File: config.mk
export PLATFORM = sky130hd
export DESIGN_NAME = alsr_div
export DESIGN_NICKNAME = d
export VERILOG_FILES = /design/src/rtl/accel_limited_setpoint_ramp_top_defines.svh /design/src/rtl/alsr_pkg.sv /design/src/rtl/alsr_div.sv
export SDC_FILE = /design/constraint.sdc
export NUM_CORES = 1
export LEC_CHECK = 0
export BUFFER_PORTS_ARGS = -buffer_cell sky130_fd_sc_hd__buf_2
export CAP_MARGIN = 20
export CORE_UTILIZATION = 32
export DETAILED_ROUTE_END_ITERATION = 10
export GPL_TIMING_DRIVEN = 0
export MAX_ROUTING_LAYER = met4
export PLACE_DENSITY_LB_ADDON = 0.08
export SYNTH_ARGS = -nofsm -noshare
export SYNTH_HDL_FRONTEND = slang
export SYNTH_SLANG_ARGS = --single-unit
File: constraint.sdc
create_clock -name aclk -period 3.9 [get_ports aclk]
set_clock_uncertainty 0.05 [all_clocks]
set_input_delay 0.195 -clock aclk [delete_from_list [all_inputs] [get_ports aclk]]
set_output_delay 0.195 -clock aclk [all_outputs]
set_load 0.05 [all_outputs]
File: src/rtl/accel_limited_setpoint_ramp_top_defines.svh
// ----------------------------------------------------------------------------
// Setpoint ramp assertion macros
// Shared assertion forms clocked on aclk and disabled during aresetn.
// ----------------------------------------------------------------------------
`ifndef ACCEL_LIMITED_SETPOINT_RAMP_TOP_DEFINES_SVH
`define ACCEL_LIMITED_SETPOINT_RAMP_TOP_DEFINES_SVH

`ifndef ASSERT_OFF
`define ALSR_ASSERT_IMPLY(label, ante, cons) \
    label: assert property (@(posedge aclk) disable iff (!aresetn) (ante) |-> (cons)) \
        else $error("setpoint ramp check failed");
`define ALSR_ASSERT_NEXT(label, ante, cons) \
    label: assert property (@(posedge aclk) disable iff (!aresetn) (ante) |=> (cons)) \
        else $error("setpoint ramp check failed");
`else
`define ALSR_ASSERT_IMPLY(label, ante, cons)
`define ALSR_ASSERT_NEXT(label, ante, cons)
`endif

`endif

File: src/rtl/alsr_pkg.sv
// ----------------------------------------------------------------------------
// Setpoint ramp package
// Widths, register indexes, reset values and saturation shared by the block.
// ----------------------------------------------------------------------------
`timescale 1ns / 1ps
`default_nettype none

package alsr_pkg;

    localparam int POS_W  = 32;
    localparam int STEP_W = 29;
    localparam int GAIN_W = 29;
    localparam int DIST_W = 31;
    localparam int CFG_W  = 31;
    localparam int IDX_W  = 2;

    // Square root unit: 64-bit radicand, 32-bit root, two radicand bits a cycle.
    localparam int RAD_W  = 64;
    localparam int ROOT_W = RAD_W / 2;
    localparam int SQ_CNT_W = $clog2(ROOT_W);

    // Divider: product of two step-wide values over twice the gain.
    localparam int DVD_W = 2 * STEP_W;
    localparam int DVS_W = GAIN_W + 1;
    localparam int DV_CNT_W = $clog2(DVD_W);

    localparam int PROD_W = GAIN_W + DIST_W;

    localparam logic [IDX_W-1:0] REG_MAX_STEP   = 2'd0;
    localparam logic [IDX_W-1:0] REG_STEP_GAIN  = 2'd1;
    localparam logic [IDX_W-1:0] REG_BRAKE_DIST = 2'd2;

    localparam logic [STEP_W-1:0] MAX_STEP_RST   = 29'd89478;
    localparam logic [GAIN_W-1:0] STEP_GAIN_RST  = 29'd2982;
    localparam logic [DIST_W-1:0] BRAKE_DIST_RST = 31'd1342177;

    // Clamp a wide signed value to the signed position range.
    function automatic logic signed [POS_W-1:0] sat_pos(input logic signed [63:0] x);
        logic [64-POS_W:0] top;
        top = x[63:POS_W-1];
        if (top == '0 || top == '1) begin
            return x[POS_W-1:0];
        end else if (x[63]) begin
            return {1'b1, {(POS_W-1){1'b0}}};
        end else begin
            return {1'b0, {(POS_W-1){1'b1}}};
        end
    endfunction

endpackage

`default_nettype wire

File: src/rtl/alsr_div.sv
// ----------------------------------------------------------------------------
// Iterative unsigned divider
// Restoring division, one quotient bit per cycle.
// ----------------------------------------------------------------------------
`timescale 1ns / 1ps
`default_nettype none

module alsr_div (
    input  wire logic                         aclk,
    input  wire logic                         aresetn,
    input  wire logic                         start,
    input  wire logic [alsr_pkg::DVD_W-1:0]   dividend,
    input  wire logic [alsr_pkg::DVS_W-1:0]   divisor,
    output logic                              busy,
    output logic                              done,
    output logic [alsr_pkg::DVD_W-1:0]        quotient
);

    logic [alsr_pkg::DVD_W-1:0]    quo_reg;
    logic [alsr_pkg::DVS_W-1:0]    dvs_reg;
    logic [alsr_pkg::DVS_W-1:0]    rem_reg;
    logic [alsr_pkg::DV_CNT_W-1:0] cnt_reg;
    logic                          busy_reg;
    logic                          done_reg;

    logic [alsr_pkg::DVS_W:0]      rem_sh;
    logic                          fits;

    assign rem_sh = {rem_reg, quo_reg[alsr_pkg::DVD_W-1]};
    assign fits   = rem_sh >= {1'b0, dvs_reg};

    always_ff @(posedge aclk) begin
        if (!aresetn) begin
            busy_reg <= 1'b0;
            done_reg <= 1'b0;
            cnt_reg  <= '0;
        end else begin
            done_reg <= 1'b0;
            if (start) begin
                quo_reg  <= dividend;
                dvs_reg  <= divisor;
                rem_reg  <= '0;
                cnt_reg  <= '0;
                busy_reg <= 1'b1;
            end else if (busy_reg) begin
                // Dividend bits leave at the top as quotient bits enter at the bottom.
                if (fits) begin
                    rem_reg <= alsr_pkg::DVS_W'(rem_sh - {1'b0, dvs_reg});
                end else begin
                    rem_reg <= rem_sh[alsr_pkg::DVS_W-1:0];
                end
                quo_reg <= {quo_reg[alsr_pkg::DVD_W-2:0], fits};
                cnt_reg <= cnt_reg + 1'b1;
                if (cnt_reg == alsr_pkg::DV_CNT_W'(alsr_pkg::DVD_W - 1)) begin
                    busy_reg <= 1'b0;
                    done_reg <= 1'b1;
                end
            end
        end
    end

    assign busy     = busy_reg;
    assign done     = done_reg;
    assign quotient = quo_reg;

endmodule

`default_nettype wire

-- Word-level counts from Yosys, hierarchy flattened
Index checks and enable logic that the tools add are counted.
- add/subtract/negate cells: 2
- multipliers: 0
- div/mod/pow operators: 0
- $lt $le $gt $ge: 1
- equal/unequal tests: 1
- shifts and indexed selects: 0
- multiplexer cells: 8
- bitwise logic cells: 2
- reductions and logical operators: 5
- operators with widths (cell ; count):
    58-bit two-way mux ; 2
    30-bit two-way mux ; 2
    31-bit by 30-bit greater-or-equal comparator with 1-bit output ; 1
    30-bit subtractor ; 1
    6-bit by 1-bit adder with 6-bit output, second input constant ; 1
    6-bit equality test, second input constant ; 1
    1-bit two-way mux ; 4
    2-bit AND reduction ; 2
    3-bit OR reduction ; 1
    1-bit inverter ; 2
    2-bit nonzero test ; 1
    2-bit OR reduction ; 1
- flip-flop bits (word level): 126
- bits in latches: 0
- memory bits (writable): 0
- bits in read-only memories: 0
- output and inout port bits: 60
- word-level logic and storage cells: 25
- memories: 0

-- Logic depth before layout (Yosys ltp)
- depth in word-level cells: 4
- depth in mapped cells: 14

-- Worst setup path before layout
Ideal clock, no wire load.
- path type: reg2reg
- start point: reg busy_reg (netlist: busy)
- end point: reg quo_reg, in the netlist quotient[0], enable pin
- data arrival time: 2987 ps
- data required time: 3396 ps
- slack: 409 ps
- stages on the path, launching flop included: 3
- path buffers: 1
- period minus slack after synthesis: 3491 ps
- cell sequence: dfxtp_1 > clkbuf_1 > o21a_1
- longest elaborated chain between the ends: 2
- ends and longest elaborated chain (what ; RTL line ; text):
    start: declaration ; alsr_div.sv:23 ; logic busy_reg;
    start signal: assignment ; alsr_div.sv:34 ; busy_reg <= 1'b0;
    start signal: assignment ; alsr_div.sv:44 ; busy_reg <= 1'b1;
    start signal: assignment ; alsr_div.sv:55 ; busy_reg <= 1'b0;
    2-bit nonzero test (no source line) ; - ;
    2-bit AND reduction (no source line) ; - ;
    end signal: assignment ; alsr_div.sv:40 ; quo_reg <= dividend;
    end signal: assignment ; alsr_div.sv:52 ; quo_reg <= {quo_reg[alsr_pkg::DVD_W-2:0], fits};
    end: declaration ; alsr_div.sv:19 ; logic [alsr_pkg::DVD_W-1:0] quo_reg;
Every way passes these cells.
A chain may end at the register's enable or synchronous reset.

-- Final worst setup path
- start point: reg quo_reg, in the netlist quotient[57]
- end point: reg rem_reg[28] (netlist bit), data pin
- longest elaborated chain between the ends: 3
- elaborated cells on any way between the ends: 4
- those cells by class: 1 x add/sub; 1 x order compare; 2 x mux
- ends and longest elaborated chain (what ; RTL line ; text):
    30-bit subtractor or 31-bit by 30-bit greater-or-equal comparator with 1-bit output (tied branches) ; alsr_div.sv:48, alsr_div.sv:30 ;
    30-bit two-way mux * ; alsr_div.sv:47 ; if (fits) begin
    30-bit two-way mux * ; alsr_div.sv:45 ; end else if (busy_reg) begin
    end signal: assignment ; alsr_div.sv:48 ; rem_reg <= alsr_pkg::DVS_W'(rem_sh - {1'b0, dvs_reg});
    end signal: assignment ; alsr_div.sv:50 ; rem_reg <= rem_sh[alsr_pkg::DVS_W-1:0];
    end: declaration ; alsr_div.sv:21 ; logic [alsr_pkg::DVS_W-1:0] rem_reg;
Every way passes the cells marked *; elsewhere a longest branch is shown, timed or not. The select of a mux whose other input is x is not followed.

==> impl.org <==
** Placed design
- Number of instances in the placed design :: 989
- Area after DPL :: 8090 sq um
- At the end of routability-driven placement, the weighted congestion stood at 0.795.
- Detailed placement ended at an HPWL of 11400 um.
- IO Port Bufs :: 149

** Timing
- Setup repair after global routing left no endpoint under its margin.
- The worst path in the final design needs a cycle of 3290 ps, including I/O delays and setup.
- Setup violation total in the final timing report :: 0
- At the pin with the least slew margin, the transition time is 800 ps.
- Hold Worst Slack :: 21.0 ps
- Maximum achievable frequency :: 0.304 GHz
- For the final routed database, the setup TNS stands at 0 ps.
- The max-slew violation total from the final report was 0.
- Normalized max-slew margin :: 46.3%
- Final Hold Vio Count :: 0
- The final critical path takes up 84.4% of the cycle.

** Global route
- Residual overflow from global routing :: 0
- All-layer global routing usage :: 15.6%
- Wire length of the first global-routing pass :: 26300 um
- For met1 alone, demand over resource in global routing was 20.0%.
- Largest net degree at the start of global routing :: 47
- The number of antenna violations at the first check in global routing is 0.
- Global routing consumed, on the met3 layer, 4.15% of the routing resources.
- Via count of the first global-routing pass :: 5241
- For this run, global-route usage on met2 was measured as 24.1%.
- Peak-usage layer in the global routing report :: met2

** Yosys
- In the post-synthesis netlist, the cell with the most instances is sky130_fd_sc_hd__edfxtp_1.
- Predominant post-synthesis flop cell :: sky130_fd_sc_hd__edfxtp_1
- Summing the areas of all fa, ha and maj instances in the mapped netlist gives 6.21% of the synthesized area.
- The synthesized netlist devotes 12.2% of its cell area to compound gates.
- Number of enable flip-flop cells after synthesis :: 118
- The netlist uses 65 different library cells.
- Count of mapped cells out of synthesis :: 564
- Post-synthesis net count :: 689
- Multiplexer area fraction after synthesis :: 12.2%
- After synthesis, the largest family of logic cells by area is compound AO/OA/AOI/OAI gates.
- Yosys reg bits :: 126
- Of all flip-flops after synthesis, the portion carrying an async set or reset was 0%.
- Sequential cell area fraction in the yosys report :: 53.1%
- In the post-synthesis netlist, the biggest area contributors are sky130_fd_sc_hd__edfxtp_1 (51%), sky130_fd_sc_hd__mux2_2 (9.2%), sky130_fd_sc_hd__ha_1 (5.9%), sky130_fd_sc_hd__mux2i_1 (3.0%), sky130_fd_sc_hd__a21oi_1 (2.4%).
- In this run the biggest area consumer among cell types represents 50.8% of the synthesized area.
- Cell taking the most area after synthesis :: sky130_fd_sc_hd__edfxtp_1
- Yosys printed 0 warnings.
- The synthesized netlist devotes 3.27% of its cell area to XOR and XNOR gates.
- Top cells by instance count after synthesis :: sky130_fd_sc_hd__edfxtp_1 (118), sky130_fd_sc_hd__mux2_2 (57), sky130_fd_sc_hd__nor2_1 (44)
- Of the total synthesized cell area, the portion taken by AND, OR, NAND and NOR gates is 8.67%.
- Post-Syn Area :: 6970 sq um
- The average instance in the mapped netlist occupies 12.4 sq um.

** Floorplanning
- Die ar. :: 22400 sq um
- Top-level port count :: 151
- The floorplan step set the die width to 150 um.
- After floorplanning, the core was sized to cover 21200 sq um.
- In this run the vertical extent of the chip is 150 um.
- Once the floorplan was initialized, standard cells occupied 32.9% of the core.
- In this run the core area contains 53 standard-cell rows.

** Final layout
- Max reg flops :: 58
- Compared with the post-synthesis result, the final layout area differs by 29.2%.
- The finished cells cover 9010 sq um.
- The post-route netlist has 35.1% of its cells at a drive strength greater than 1.
- The net count of the finished layout is 889.
- Cell Count, Final, Fillers Out :: 1051
- The repair_antennas step left the layout with diodes totalling 0.
- Post-layout util :: 42.6%

** Worst setup path
- STA classifies the critical path startpoint as a flip-flop.
- In this run the critical register-to-register path is captured at rem_reg[28].
- Worst endpoint data arrival time :: 3410 ps
- Element type at the critical path end :: flip-flop
- Largest fanout on the critical path :: 3
- Crit Reg-Reg Startpoint :: quotient[57]
- At the worst endpoint, the required time is 4020 ps.
- The worst register-to-register path has a setup slack of 610 ps.
- Critical Setup Path Class :: reg -> reg
- Counting cells, the worst reg-to-reg path comes to 13.

** Clocking
- The clock net in this run drives a total of 126 sinks.
- TritonCTS created 17 clock buffers.
- At the later pin of the worst-skew pair, clock insertion delay measures 420 ps.
- After clock tree synthesis, the clock-pin slew on the worst setup and hold paths is 60 ps.
- The H-tree generated during clock tree synthesis spans 4 levels.
- In this run, post-CTS repair resized a total of 0 instances.
- Maximum root-to-sink buffer count :: 2
- Cell chosen for the clock root :: sky130_fd_sc_hd__clkbuf_16
- TritonCTS clock tree :: done

** Status
- The flow ran to the end, and the final reports show no timing, DRC or antenna violations.

** Detailed routing
- DRC errors left :: 0
- Number of violations reported at the end of detailed-routing iteration 0 :: 276
- First-pass iteration count of the detailed router :: 4
- After detailed routing, the total wire length is 16000 um.
- Dividing the detail-routed wire length by the instance count gives 15.2 um.
- Via Count :: 5093
- The detail route stage leaves a number of antenna-violating nets equal to 0.
- Via density :: 4.85

** Power
- Power share of the combinational group :: 24.5%
- Per report_power, the clock group accounts for 37.8% of the total.
- Sequential cells account for 37.6% of the total power.
- Largest vdd supply drop :: 0.239 mV
- The analysis attributes to cell leakage a power of 0.00376 uW.
- Net switching is 30.4% of the power.
- Internal power of the cells :: 3070 uW
- Ratio of total power to cell area :: 490 nW/um^2
- Summed over all nets, the switching power comes to 1340 uW.

** Hold path
- Launch instance of the worst min-delay path :: dividend[47]
- The worst hold path terminates at quotient[47].
- Hold depth :: 2
- Hold Crit Class :: in -> reg

** Run
- Max-cap violations in this run came to 0.
## metrics by stage
stage,worst slack (ps),power (uW)
2_1_floorplan,409,2500
3_3_place_gp,-817,2750
3_5_place_dp,623,2750
4_1_cts,581,4480
5_1_grt,370,4640
6_report,610,4420
## layout make-up
type | count | area [sq um]
Inverter | 42 | 158
Fill cell | 2024 | 12100
Buffer | 25 | 138
Sequential cell | 126 | 3700
Multi-Input combinational cell | 371 | 2980
Tap cell | 275 | 344
Clock buffer | 17 | 425
Clock inverter | 14 | 184
Timing Repair Buffer | 181 | 1080
## how the worst max path moves through the flow
stage,startpoint,end,cells after the start,slack (ps)
2_1_floorplan,busy,quotient[0],2,410
3_3_place_gp,start,busy,4,-820
3_5_place_dp,quotient[57],rem_reg[28],13,620
4_1_cts,quotient[57],rem_reg[28],13,580
5_1_grt,quotient[57],rem_reg[28],13,370
6_report,quotient[57],rem_reg[28],13,610
## critical path: stages (launching register included)
cell	delay, ps
sky130_fd_sc_hd__edfxtp_1	380
sky130_fd_sc_hd__inv_1	70
sky130_fd_sc_hd__ha_1	190
sky130_fd_sc_hd__inv_1	60
sky130_fd_sc_hd__fa_1	240
sky130_fd_sc_hd__a21oi_1	110
sky130_fd_sc_hd__o211ai_1	210
sky130_fd_sc_hd__nor3b_2	290
sky130_fd_sc_hd__nor2_1	100
sky130_fd_sc_hd__o21ai_1	380
sky130_fd_sc_hd__a31oi_2	220
sky130_fd_sc_hd__o31ai_1	370
sky130_fd_sc_hd__nor4b_1	90
sky130_fd_sc_hd__a221o_1	270
## per-layer routing
layer	share of wire [%]	wire [um]
met1	47	7580
met3	5.3	846
met2	46	7440
met4	0.96	154
met5	0	0
## cell usage in the layout, fill, tap and decap left out, types with 11 or more instances in the layout
cell type / instances
sky130_fd_sc_hd__buf_2: 156
sky130_fd_sc_hd__ha_1: 33
sky130_fd_sc_hd__nor2_1: 44
sky130_fd_sc_hd__clkbuf_1: 12
sky130_fd_sc_hd__o21ai_0: 11
sky130_fd_sc_hd__inv_1: 42
sky130_fd_sc_hd__mux2i_1: 21
sky130_fd_sc_hd__clkbuf_16: 17
sky130_fd_sc_hd__xor2_1: 11
sky130_fd_sc_hd__dlygate4sd3_1: 31
sky130_fd_sc_hd__mux2_2: 57
sky130_fd_sc_hd__xnor2_1: 15
sky130_fd_sc_hd__edfxtp_1: 118
sky130_fd_sc_hd__a21oi_1: 34
sky130_fd_sc_hd__nand2_1: 21
sky130_fd_sc_hd__a21o_1: 21
## power groups by stage
stage	registers, uW	logic, uW	clock network, uW
3_3_place_gp	1700	1050	0
3_5_place_dp	1690	1060	0
5_1_grt	1680	1190	1770
6_report	1660	1080	1670
2_1_floorplan	1820	682	0
4_1_cts	1660	1090	1720
## timing repair
| action | CTS | global route |
|---|---|---|
| endpoints found under the hold margin | 31 | 0 |
| endpoints found under the setup margin | 0 | 0 |
| buffers inserted | 0 | 0 |
| hold buffers | 31 | 0 |
## kinds of logic after synthesis
group,Yosys count
compound gates,115
xor+xnor,26
fa+ha+maj,34
buf+inv,67
flops,126
mux,78
simple gates,118
Power figures use the tool's default switching activity.
