**src/rtl/accel_limited_setpoint_ramp_top_defines.svh**
```systemverilog
// ----------------------------------------------------------------------------
// Setpoint ramp assertion macros
// Shared assertion forms clocked on aclk and disabled during aresetn.
// ----------------------------------------------------------------------------
`ifndef ACCEL_LIMITED_SETPOINT_RAMP_TOP_DEFINES_SVH
`define ACCEL_LIMITED_SETPOINT_RAMP_TOP_DEFINES_SVH

`ifndef ASSERT_OFF
`define ALSR_ASSERT_IMPLY(label, ante, cons) \
    label: assert property (@(posedge aclk) disable iff (!aresetn) (ante) |-> (cons)) \
        else $error("setpoint ramp check failed");
`define ALSR_ASSERT_NEXT(label, ante, cons) \
    label: assert property (@(posedge aclk) disable iff (!aresetn) (ante) |=> (cons)) \
        else $error("setpoint ramp check failed");
`else
`define ALSR_ASSERT_IMPLY(label, ante, cons)
`define ALSR_ASSERT_NEXT(label, ante, cons)
`endif

`endif

```
**src/rtl/alsr_pkg.sv**
```systemverilog
// ----------------------------------------------------------------------------
// Setpoint ramp package
// Widths, register indexes, reset values and saturation shared by the block.
// ----------------------------------------------------------------------------
`timescale 1ns / 1ps
`default_nettype none

package alsr_pkg;

    localparam int POS_W  = 32;
    localparam int STEP_W = 29;
    localparam int GAIN_W = 29;
    localparam int DIST_W = 31;
    localparam int CFG_W  = 31;
    localparam int IDX_W  = 2;

    // Square root unit: 64-bit radicand, 32-bit root, two radicand bits a cycle.
    localparam int RAD_W  = 64;
    localparam int ROOT_W = RAD_W / 2;
    localparam int SQ_CNT_W = $clog2(ROOT_W);

    // Divider: product of two step-wide values over twice the gain.
    localparam int DVD_W = 2 * STEP_W;
    localparam int DVS_W = GAIN_W + 1;
    localparam int DV_CNT_W = $clog2(DVD_W);

    localparam int PROD_W = GAIN_W + DIST_W;

    localparam logic [IDX_W-1:0] REG_MAX_STEP   = 2'd0;
    localparam logic [IDX_W-1:0] REG_STEP_GAIN  = 2'd1;
    localparam logic [IDX_W-1:0] REG_BRAKE_DIST = 2'd2;

    localparam logic [STEP_W-1:0] MAX_STEP_RST   = 29'd89478;
    localparam logic [GAIN_W-1:0] STEP_GAIN_RST  = 29'd2982;
    localparam logic [DIST_W-1:0] BRAKE_DIST_RST = 31'd1342177;

    // Clamp a wide signed value to the signed position range.
    function automatic logic signed [POS_W-1:0] sat_pos(input logic signed [63:0] x);
        logic [64-POS_W:0] top;
        top = x[63:POS_W-1];
        if (top == '0 || top == '1) begin
            return x[POS_W-1:0];
        end else if (x[63]) begin
            return {1'b1, {(POS_W-1){1'b0}}};
        end else begin
            return {1'b0, {(POS_W-1){1'b1}}};
        end
    endfunction

endpackage

`default_nettype wire

```
**src/rtl/alsr_isqrt.sv**
```systemverilog
// ----------------------------------------------------------------------------
// Iterative integer square root
// Floor square root of a 64-bit value, one root bit per cycle.
// ----------------------------------------------------------------------------
`timescale 1ns / 1ps
`default_nettype none

module alsr_isqrt (
    input  wire logic                           aclk,
    input  wire logic                           aresetn,
    input  wire logic                           start,
    input  wire logic [alsr_pkg::RAD_W-1:0]     radicand,
    output logic                                busy,
    output logic                                done,
    output logic [alsr_pkg::ROOT_W-1:0]         root
);

    logic [alsr_pkg::RAD_W-1:0]    rad_reg;
    logic [alsr_pkg::ROOT_W+1:0]   rem_reg;
    logic [alsr_pkg::ROOT_W-1:0]   root_reg;
    logic [alsr_pkg::SQ_CNT_W-1:0] cnt_reg;
    logic                          busy_reg;
    logic                          done_reg;

    logic [alsr_pkg::ROOT_W+3:0]   rem_sh;
    logic [alsr_pkg::ROOT_W+3:0]   trial;
    logic                          fits;

    assign rem_sh = {rem_reg, rad_reg[alsr_pkg::RAD_W-1 -: 2]};
    assign trial  = {2'b00, root_reg, 2'b01};
    assign fits   = rem_sh >= trial;

    always_ff @(posedge aclk) begin
        if (!aresetn) begin
            busy_reg <= 1'b0;
            done_reg <= 1'b0;
            cnt_reg  <= '0;
        end else begin
            done_reg <= 1'b0;
            if (start) begin
                rad_reg  <= radicand;
                rem_reg  <= '0;
                root_reg <= '0;
                cnt_reg  <= '0;
                busy_reg <= 1'b1;
            end else if (busy_reg) begin
                rad_reg <= {rad_reg[alsr_pkg::RAD_W-3:0], 2'b00};
                if (fits) begin
                    rem_reg  <= (alsr_pkg::ROOT_W+2)'(rem_sh - trial);
                    root_reg <= {root_reg[alsr_pkg::ROOT_W-2:0], 1'b1};
                end else begin
                    rem_reg  <= rem_sh[alsr_pkg::ROOT_W+1:0];
                    root_reg <= {root_reg[alsr_pkg::ROOT_W-2:0], 1'b0};
                end
                cnt_reg <= cnt_reg + 1'b1;
                if (cnt_reg == alsr_pkg::SQ_CNT_W'(alsr_pkg::ROOT_W - 1)) begin
                    busy_reg <= 1'b0;
                    done_reg <= 1'b1;
                end
            end
        end
    end

    assign busy = busy_reg;
    assign done = done_reg;
    assign root = root_reg;

endmodule

`default_nettype wire

```
**config.mk**
```make
export PLATFORM = sky130hd
export DESIGN_NAME = alsr_isqrt
export DESIGN_NICKNAME = d
export VERILOG_FILES = /design/src/rtl/accel_limited_setpoint_ramp_top_defines.svh /design/src/rtl/alsr_pkg.sv /design/src/rtl/alsr_isqrt.sv
export SDC_FILE = /design/constraint.sdc
export NUM_CORES = 1
export LEC_CHECK = 0
export ABC_AREA = 1
export CAP_MARGIN = 10
export CORE_ASPECT_RATIO = 2
export CORE_MARGIN = 2
export CORE_UTILIZATION = 50
export CTS_CLUSTER_SIZE = 8
export DETAILED_ROUTE_END_ITERATION = 7
export DONT_BUFFER_PORTS = 1
export GPL_TIMING_DRIVEN = 0
export PLACE_DENSITY_LB_ADDON = 0.1
export SLEW_MARGIN = 20
export SYNTH_ARGS = -nofsm -noshare
export SYNTH_HDL_FRONTEND = slang
export SYNTH_SLANG_ARGS = --single-unit
```
**constraint.sdc**
```tcl
create_clock -name aclk -period 9.85 [get_ports aclk]
set_input_delay 1.97 -clock aclk [delete_from_list [all_inputs] [get_ports aclk]]
set_output_delay 1.97 -clock aclk [all_outputs]
set_load 0.02 [all_outputs]
```
* Word-level counts from Yosys, hierarchy flattened
Cells that the tools add are included. Widths: inputs -> output; s select.
Storage, ports and cells: output and inout bits 34, register bits after elaboration 137
Cells by class: add/subtract/negate cells 2, muxes and demuxes 10, bitwise operators 2, order comparisons 1, reductions and logical operators 4, eq/ne operators 1
Operator list (count):
- $mux 64 | 2
- $mux 34 | 2
- $ge 36x34->1 | 1
- $sub 34x34->34 | 1
- $mux 32 | 1
- $add 5x1->5 const B | 1
- $eq 5x5->1 const B | 1
- $mux 1 | 5
- $reduce_or 3->1 | 1
- $not 1->1 | 2
- $reduce_and 2->1 | 1
- $reduce_bool 2->1 | 1
- $reduce_or 2->1 | 1

* Longest topological paths before layout
Gate-level depths: netlist (run 1).
depth after elaboration 4, depth in mapped cells 17, depth with buffers taken out 17

* Worst setup path after synthesis (run 1)
Ideal clock, no wire load.
path type input to register, start point input port start, end point register rad_reg[0] (netlist name), enable pin, buffers on the path 0, stages on the path 2, arrival time 8.338 ns, library setup time 0.664 ns, setup slack 0.848 ns, cells stage by stage inv_1 a21oi_1
On the way: word-level cells in the longest chain between the ends 2
Ends and longest elaborated chain:
- start: declaration | RTL line alsr_isqrt.sv:11 | input wire logic start,
- $reduce_bool 2->1 (no line)
- $reduce_and 2->1 (no line)
- end signal: assignment | RTL line alsr_isqrt.sv:41 | rad_reg <= radicand;
- end signal: assignment | RTL line alsr_isqrt.sv:47 | rad_reg <= {rad_reg[alsr_pkg::RAD_W-3:0], 2'b00};
- end: declaration | RTL line alsr_isqrt.sv:18 | logic [alsr_pkg::RAD_W-1:0] rad_reg;
No other way between the ends. A chain may end at the register's enable or synchronous reset.

==> impl_metrics.ini, run 1 <==
[floorplan]
dieArea_mm2 = 0.0181
die_width_um = 96.1
core-area_mm2 = 0.0167
num_rows = 67
start_util_pct = 50.8
die_height_um = 188
pin_count = 101

[detailed_routing]
via_count = 6738
drt_iter0_markers = 257
antenna_left = 0
dr.pass1.iters = 4
drc = 0
detail_route.vias_per_cell = 4.98
wire_per_inst_um = 15.2
drt_wl_total_um = 20500

[grt]
grt_start_max_net_pins = 25
antenna_found_initial = 0
grt_pass1_vias = 6882
grt_pass1_wl_um = 32800
grt_util_all_layers_pct = 24.2
overflow = 0

[yosys]
syn_nets = 1212
postSynthCellCount = 1109
synth_edf_count = 130
synthMuxAreaShare_pct = 0
avgSynthCellArea_um2 = 7.64
yosys.area_share.simple_pct = 31.8
yosys_warnings = 0
ys_ff_latch = 137
ys.flop_type = edfxtp_1
synth_compound_area_share_pct = 4.35
synth_fa_ha_area_share_pct = 5.31
yosysSeqAreaShare_pct = 47.7
synthArstFlopShare_pct = 0
synth_xor_xnor_area_share_pct = 1.65
synth_cell_type_count = 32
synth_top_family_by_area = simple AND/OR/NAND/NOR gates
syn-cell-area_mm2 = 0.00848

[cts]
clkLatencyLatePin_ns = 0.43
cts-root-buf = clkbuf_16
ctsHoldBuffers = 0
cts_tree = built
h-tree-depth = 4
cts_buffer_depth = 2
cts.clk_slew.worst_paths_ns = 0.06
cts_sinks = 137
cts.repair.resized = 0
cts_buffers = 17
cts_setup_buffers = 0

[place]
gp_congestion = 1.02
dp_hpwl_um = 16300
port_buffers = 0
placed_cells = 1322

[sta]
fmax_mhz = 313
skew_ns = 0.00711
rsz0062_at_grt = false
relSlewSlack_pct = 49.6
period_minus_slack_ns = 3.20
post-route-period-util_pct = 32.5
finalHoldViolations = 0
worstMarginPinSlew_ns = 0.756
setup_viol = 0
final-max-slew-violation-count = 0

[cells_and_area]
synthToLayoutAreaGrowth_pct = 12.4
finalNetCount = 1237
drive_gt1_share_pct = 6.45
fillers = 1617
antenna_cells = 0
stdcell_count = 1354
finish.utilization_pct = 57.1
largest_reg_flops = 64

[pwr]
p_leak_nw = 4.67
ir_worst_vdd_mv = 0.161
power.density_mw_per_mm2 = 188

[hold_path]
min_path_type = flop to flop

[critical_path]
cp-end-kind = flop
path_class = input pin to flop
startpoint_type = input pin
crit_arrival_ns = 3.38
path_max_fanout = 10
crit_required_ns = 10.03

[job]
drv_cap = 0

[status]
status = finished clean
final cells by class:
class / count / area [um2] / share of cell area [%]
plain buffers: 27 / 146 / 1.54
clock buffers: 21 / 440 / 4.62
clock inverters: 11 / 173 / 1.81
inverters: 167 / 632 / 6.63
multi-input cells: 778 / 3670 / 38.5
flip-flops and latches: 137 / 4040 / 42.4
well taps: 207 / 259 / 2.72
repair buffers: 6 / 165 / 1.73
through the flow:
stage	power, mW	setup TNS [ns]	instance area, um2	hold slack [ns]	worst slack, ns
after floorplan	1.03	0	8480	0.445	0.848
after global placement	1.13	-255.66	8740	0.454	-1.96
after detailed placement	1.13	0	8910	0.467	6.17
after CTS	1.81	0	9530	0.476	6.63
after global routing	1.88	0	9530	0.498	6.58
final	1.79	0	9530	0.478	6.65
power breakdown:
group	internal, mW	leakage [nW]	switching [mW]
Clock	0.424	0.286	0.248
Combinational	0.135	3.07	0.256
Sequential	0.695	1.32	0.0290
metal layers:
layer  vias to the layer above  GRT usage (%)  wire, um
li1                       3509              -         -
met1                      3020           22.9      7080
met2                       147           45.2     11500
met3                        62           4.74       737
met4                         0           14.8      1170
met5                         -              0         0
synth_stat cells (4+ instances only):
cell type,instances,area [um2]
a21oi_1,25,125
and3_1,4,25.0
buf_6,6,67.6
clkbuf_1,19,71.3
dfxtp_1,7,140
edfxtp_1,130,3900
ha_1,36,450
inv_1,165,619
nand2_1,466,1750
nand3_1,27,135
nand3b_1,8,60.1
nor2_1,116,435
nor2_2,26,163
nor3_1,11,55.1
o21ai_0,5,25.0
o21bai_1,23,173
xor2_1,14,123
path summary, 6_finish.rpt:
path / slack, ns / to / depth (start not counted) / start
min reg2reg: 0.48 / cnt_reg[4] / 2 / cnt_reg[4]
max reg2reg: 7.12 / rem_reg[27] / 15 / root[23]
max: 6.65 / rem_reg[21] / 4 / start
min: 0.48 / cnt_reg[4] / 2 / cnt_reg[4]
layout by cell type (no fill, tap or decap), types with 23 or more instances in the layout:
cell type,instances
ha_1,36
nor2_1,116
edfxtp_1,130
a21oi_1,24
inv_1,165
nand3_1,27
nand2_1,466
o21bai_1,23
clkbuf_1,23
nor2_2,26
kinds of logic (layout without fill, tap and decap cells):
family | Yosys count | in the layout
adders and majority gates | 36 | 36
AOI/OAI and AO/OA | 59 | 59
and+or+nand+nor | 667 | 667
DFF | 137 | 137
buffers and inverters | 194 | 232
xor gates and xnor gates | 16 | 16
worst max-delay path, cell delays in order:
cell and delay, ns:
clkbuf_1 0.56, clkbuf_1 0.56, o21bai_1 0.21, nor2_1 0.07
No activity file was read; power rests on OpenSTA's default activity.
==> run 2: changes to the inputs <==
- clock period: 9.85 -> 2.8 ns (I/O delays scaled with it)
==> impl_metrics.ini, run 2 (synthesis results as in run 1) <==
[status]
status = finished clean

[sta]
rsz0062_at_grt = false
setup_viol = 0
worstMarginPinSlew_ns = 0.666
period_minus_slack_ns = 2.65
finalHoldViolations = 0
skew_ns = 0.00727
final-max-slew-violation-count = 0
post-route-period-util_pct = 94.5
setup_ws_ns = 0.155
fmax_mhz = 378
relSlewSlack_pct = 55.6

[cells_and_area]
stdcell_count = 1355
largest_reg_flops = 64
antenna_cells = 0
final_cell_area_mm2 = 0.00959
synthToLayoutAreaGrowth_pct = 13.2
drive_gt1_share_pct = 8.10
layout_common_cells = nand2_1 (464), inv_1 (164), edfxtp_1 (130)
finish.utilization_pct = 57.5
finalNetCount = 1238
layout.cells.most_common = nand2_1

[place]
placed_area_mm2 = 0.00895
place_ws_ns = -0.00701
port_buffers = 0
placed_cells = 1323
gp_congestion = 0.969
dp_hpwl_um = 16400

[hold_path]
min_path_type = input pin to flop
hold_path_depth = 2

[critical_path]
crit_arrival_ns = 2.92
path_class = flop to flop
cp_common_cell = nand2_1
crit_path_top_delay_cell = edfxtp_1
path_max_fanout = 10
startpoint_type = flop
slowest_delay_ns = 0.48
crit_chain = inv_1, ha_1, or2_1, nand4_1, nand3_2, nand2_1, nand2_1, nand2_2, nand2_8, inv_6, buf_6, nor2_2, nor2_1
r2r_cells = 13
crit_required_ns = 3.07
cp-end-kind = flop

[cts]
cts_setup_buffers = 0
cts_tree = built
cts-root-buf = clkbuf_16
cts_sinks = 137
cts_buffers = 17
cts.clk_slew.worst_paths_ns = 0.06
ctsHoldBuffers = 0
h-tree-depth = 4
cts_buffer_depth = 2
clkLatencyLatePin_ns = 0.43

[detailed_routing]
drt_wl_total_um = 20900
antenna_left = 0
drt_iter0_markers = 361
detail_route.vias_per_cell = 4.96
via_count = 6720
drc = 0
dr.pass1.iters = 7
wire_per_inst_um = 15.4

[floorplan]
die_width_um = 96.1
start_util_pct = 50.8
die_height_um = 188
pin_count = 101
core-area_mm2 = 0.0167
dieArea_mm2 = 0.0181
num_rows = 67

[grt]
grt_util_all_layers_pct = 24.5
antenna_found_initial = 0
grt_pass1_wl_um = 33200
overflow = 0
grt_start_max_net_pins = 25
grt_pass1_vias = 6830

[pwr]
ir_worst_vdd_mv = 0.510
p_leak_nw = 4.66
power.density_mw_per_mm2 = 638

[job]
drv_cap = 0
==> run 2: changes by cell type in the layout (fill, tap and decap cells not counted), moves of 2 or more <==
cell | previous run | this run
clkbuf_1 | 23 | 19
bufinv_16 | 4 | 1
clkinv_2 | 0 | 3
nor2_1 | 116 | 114
nand2_2 | 2 | 4
inv_6 | 2 | 5
nand2_1 | 466 | 464
ha_1 | 36 | 27
ha_2 | 0 | 4
ha_4 | 0 | 5
==> run 2: metrics by stage <==
| stage | setup TNS (ns) | power [mW] | hold WS (ns) |
|---|---|---|---|
| final | 0 | 6.12 | 0.300 |
| after global routing | 0 | 6.43 | 0.306 |
| after CTS | 0 | 6.13 | 0.287 |
| after detailed placement | -0.0139 | 3.98 | 0.462 |
| after global placement | -177.85 | 3.93 | 0.456 |
| after floorplan | -55.60 | 3.60 | 0.445 |
==> run 2: path summary, 6_finish.rpt <==
path | startpoint | end | slack [ns]
hold reg to reg | cnt_reg[4] | cnt_reg[4] | 0.47
setup / recovery | root[1] | rem_reg[17] | 0.15
hold / removal | radicand[0] | rad_reg[0] | 0.30
setup reg to reg | root[1] | rem_reg[17] | 0.15
==> run 2: power by group <==
part	internal (mW)	switching [mW]
logic	0.502	0.919
registers	2.45	0.106
clock network	1.22	0.925
==> run 2: timing repair <==
| action | CTS | global route |
|---|---|---|
| setup endpoints to repair | 2 | 22 |
| cloned | 0 | 0 |
| endpoints found under the hold margin | 0 | 0 |
| resized for setup | 1 | 13 |
==> run 2: layout make-up <==
type                            count  area [um2]
Clock inverter                     15         126
Multi-Input combinational cell    778        3750
Inverter                          167         644
Timing Repair Buffer                7         193
Fill cell                        1598        7090
Sequential cell                   137        4050
Tap cell                          207         259
Clock buffer                       17         425
Buffer                             27         146
==> run 2: critical path, delay by kind of cell, from the launching register on <==
kind	cells	cell delay [ns]
buf+inv	3	0.42
flops	1	0.48
simple gates	9	1.22
fa+ha+maj	1	0.37
==> run 2: per-layer routing <==
| layer | share of wire [%] | up-vias | global-route usage (%) | routed length [um] |
|---|---|---|---|---|
| li1 | - | 3496 | - | - |
| met1 | 35 | 3018 | 24.0 | 7330 |
| met2 | 56 | 161 | 45.5 | 11700 |
| met3 | 3.9 | 45 | 5.54 | 808 |
| met4 | 4.9 | 0 | 12.5 | 1020 |
| met5 | 0 | - | 0 | 0 |
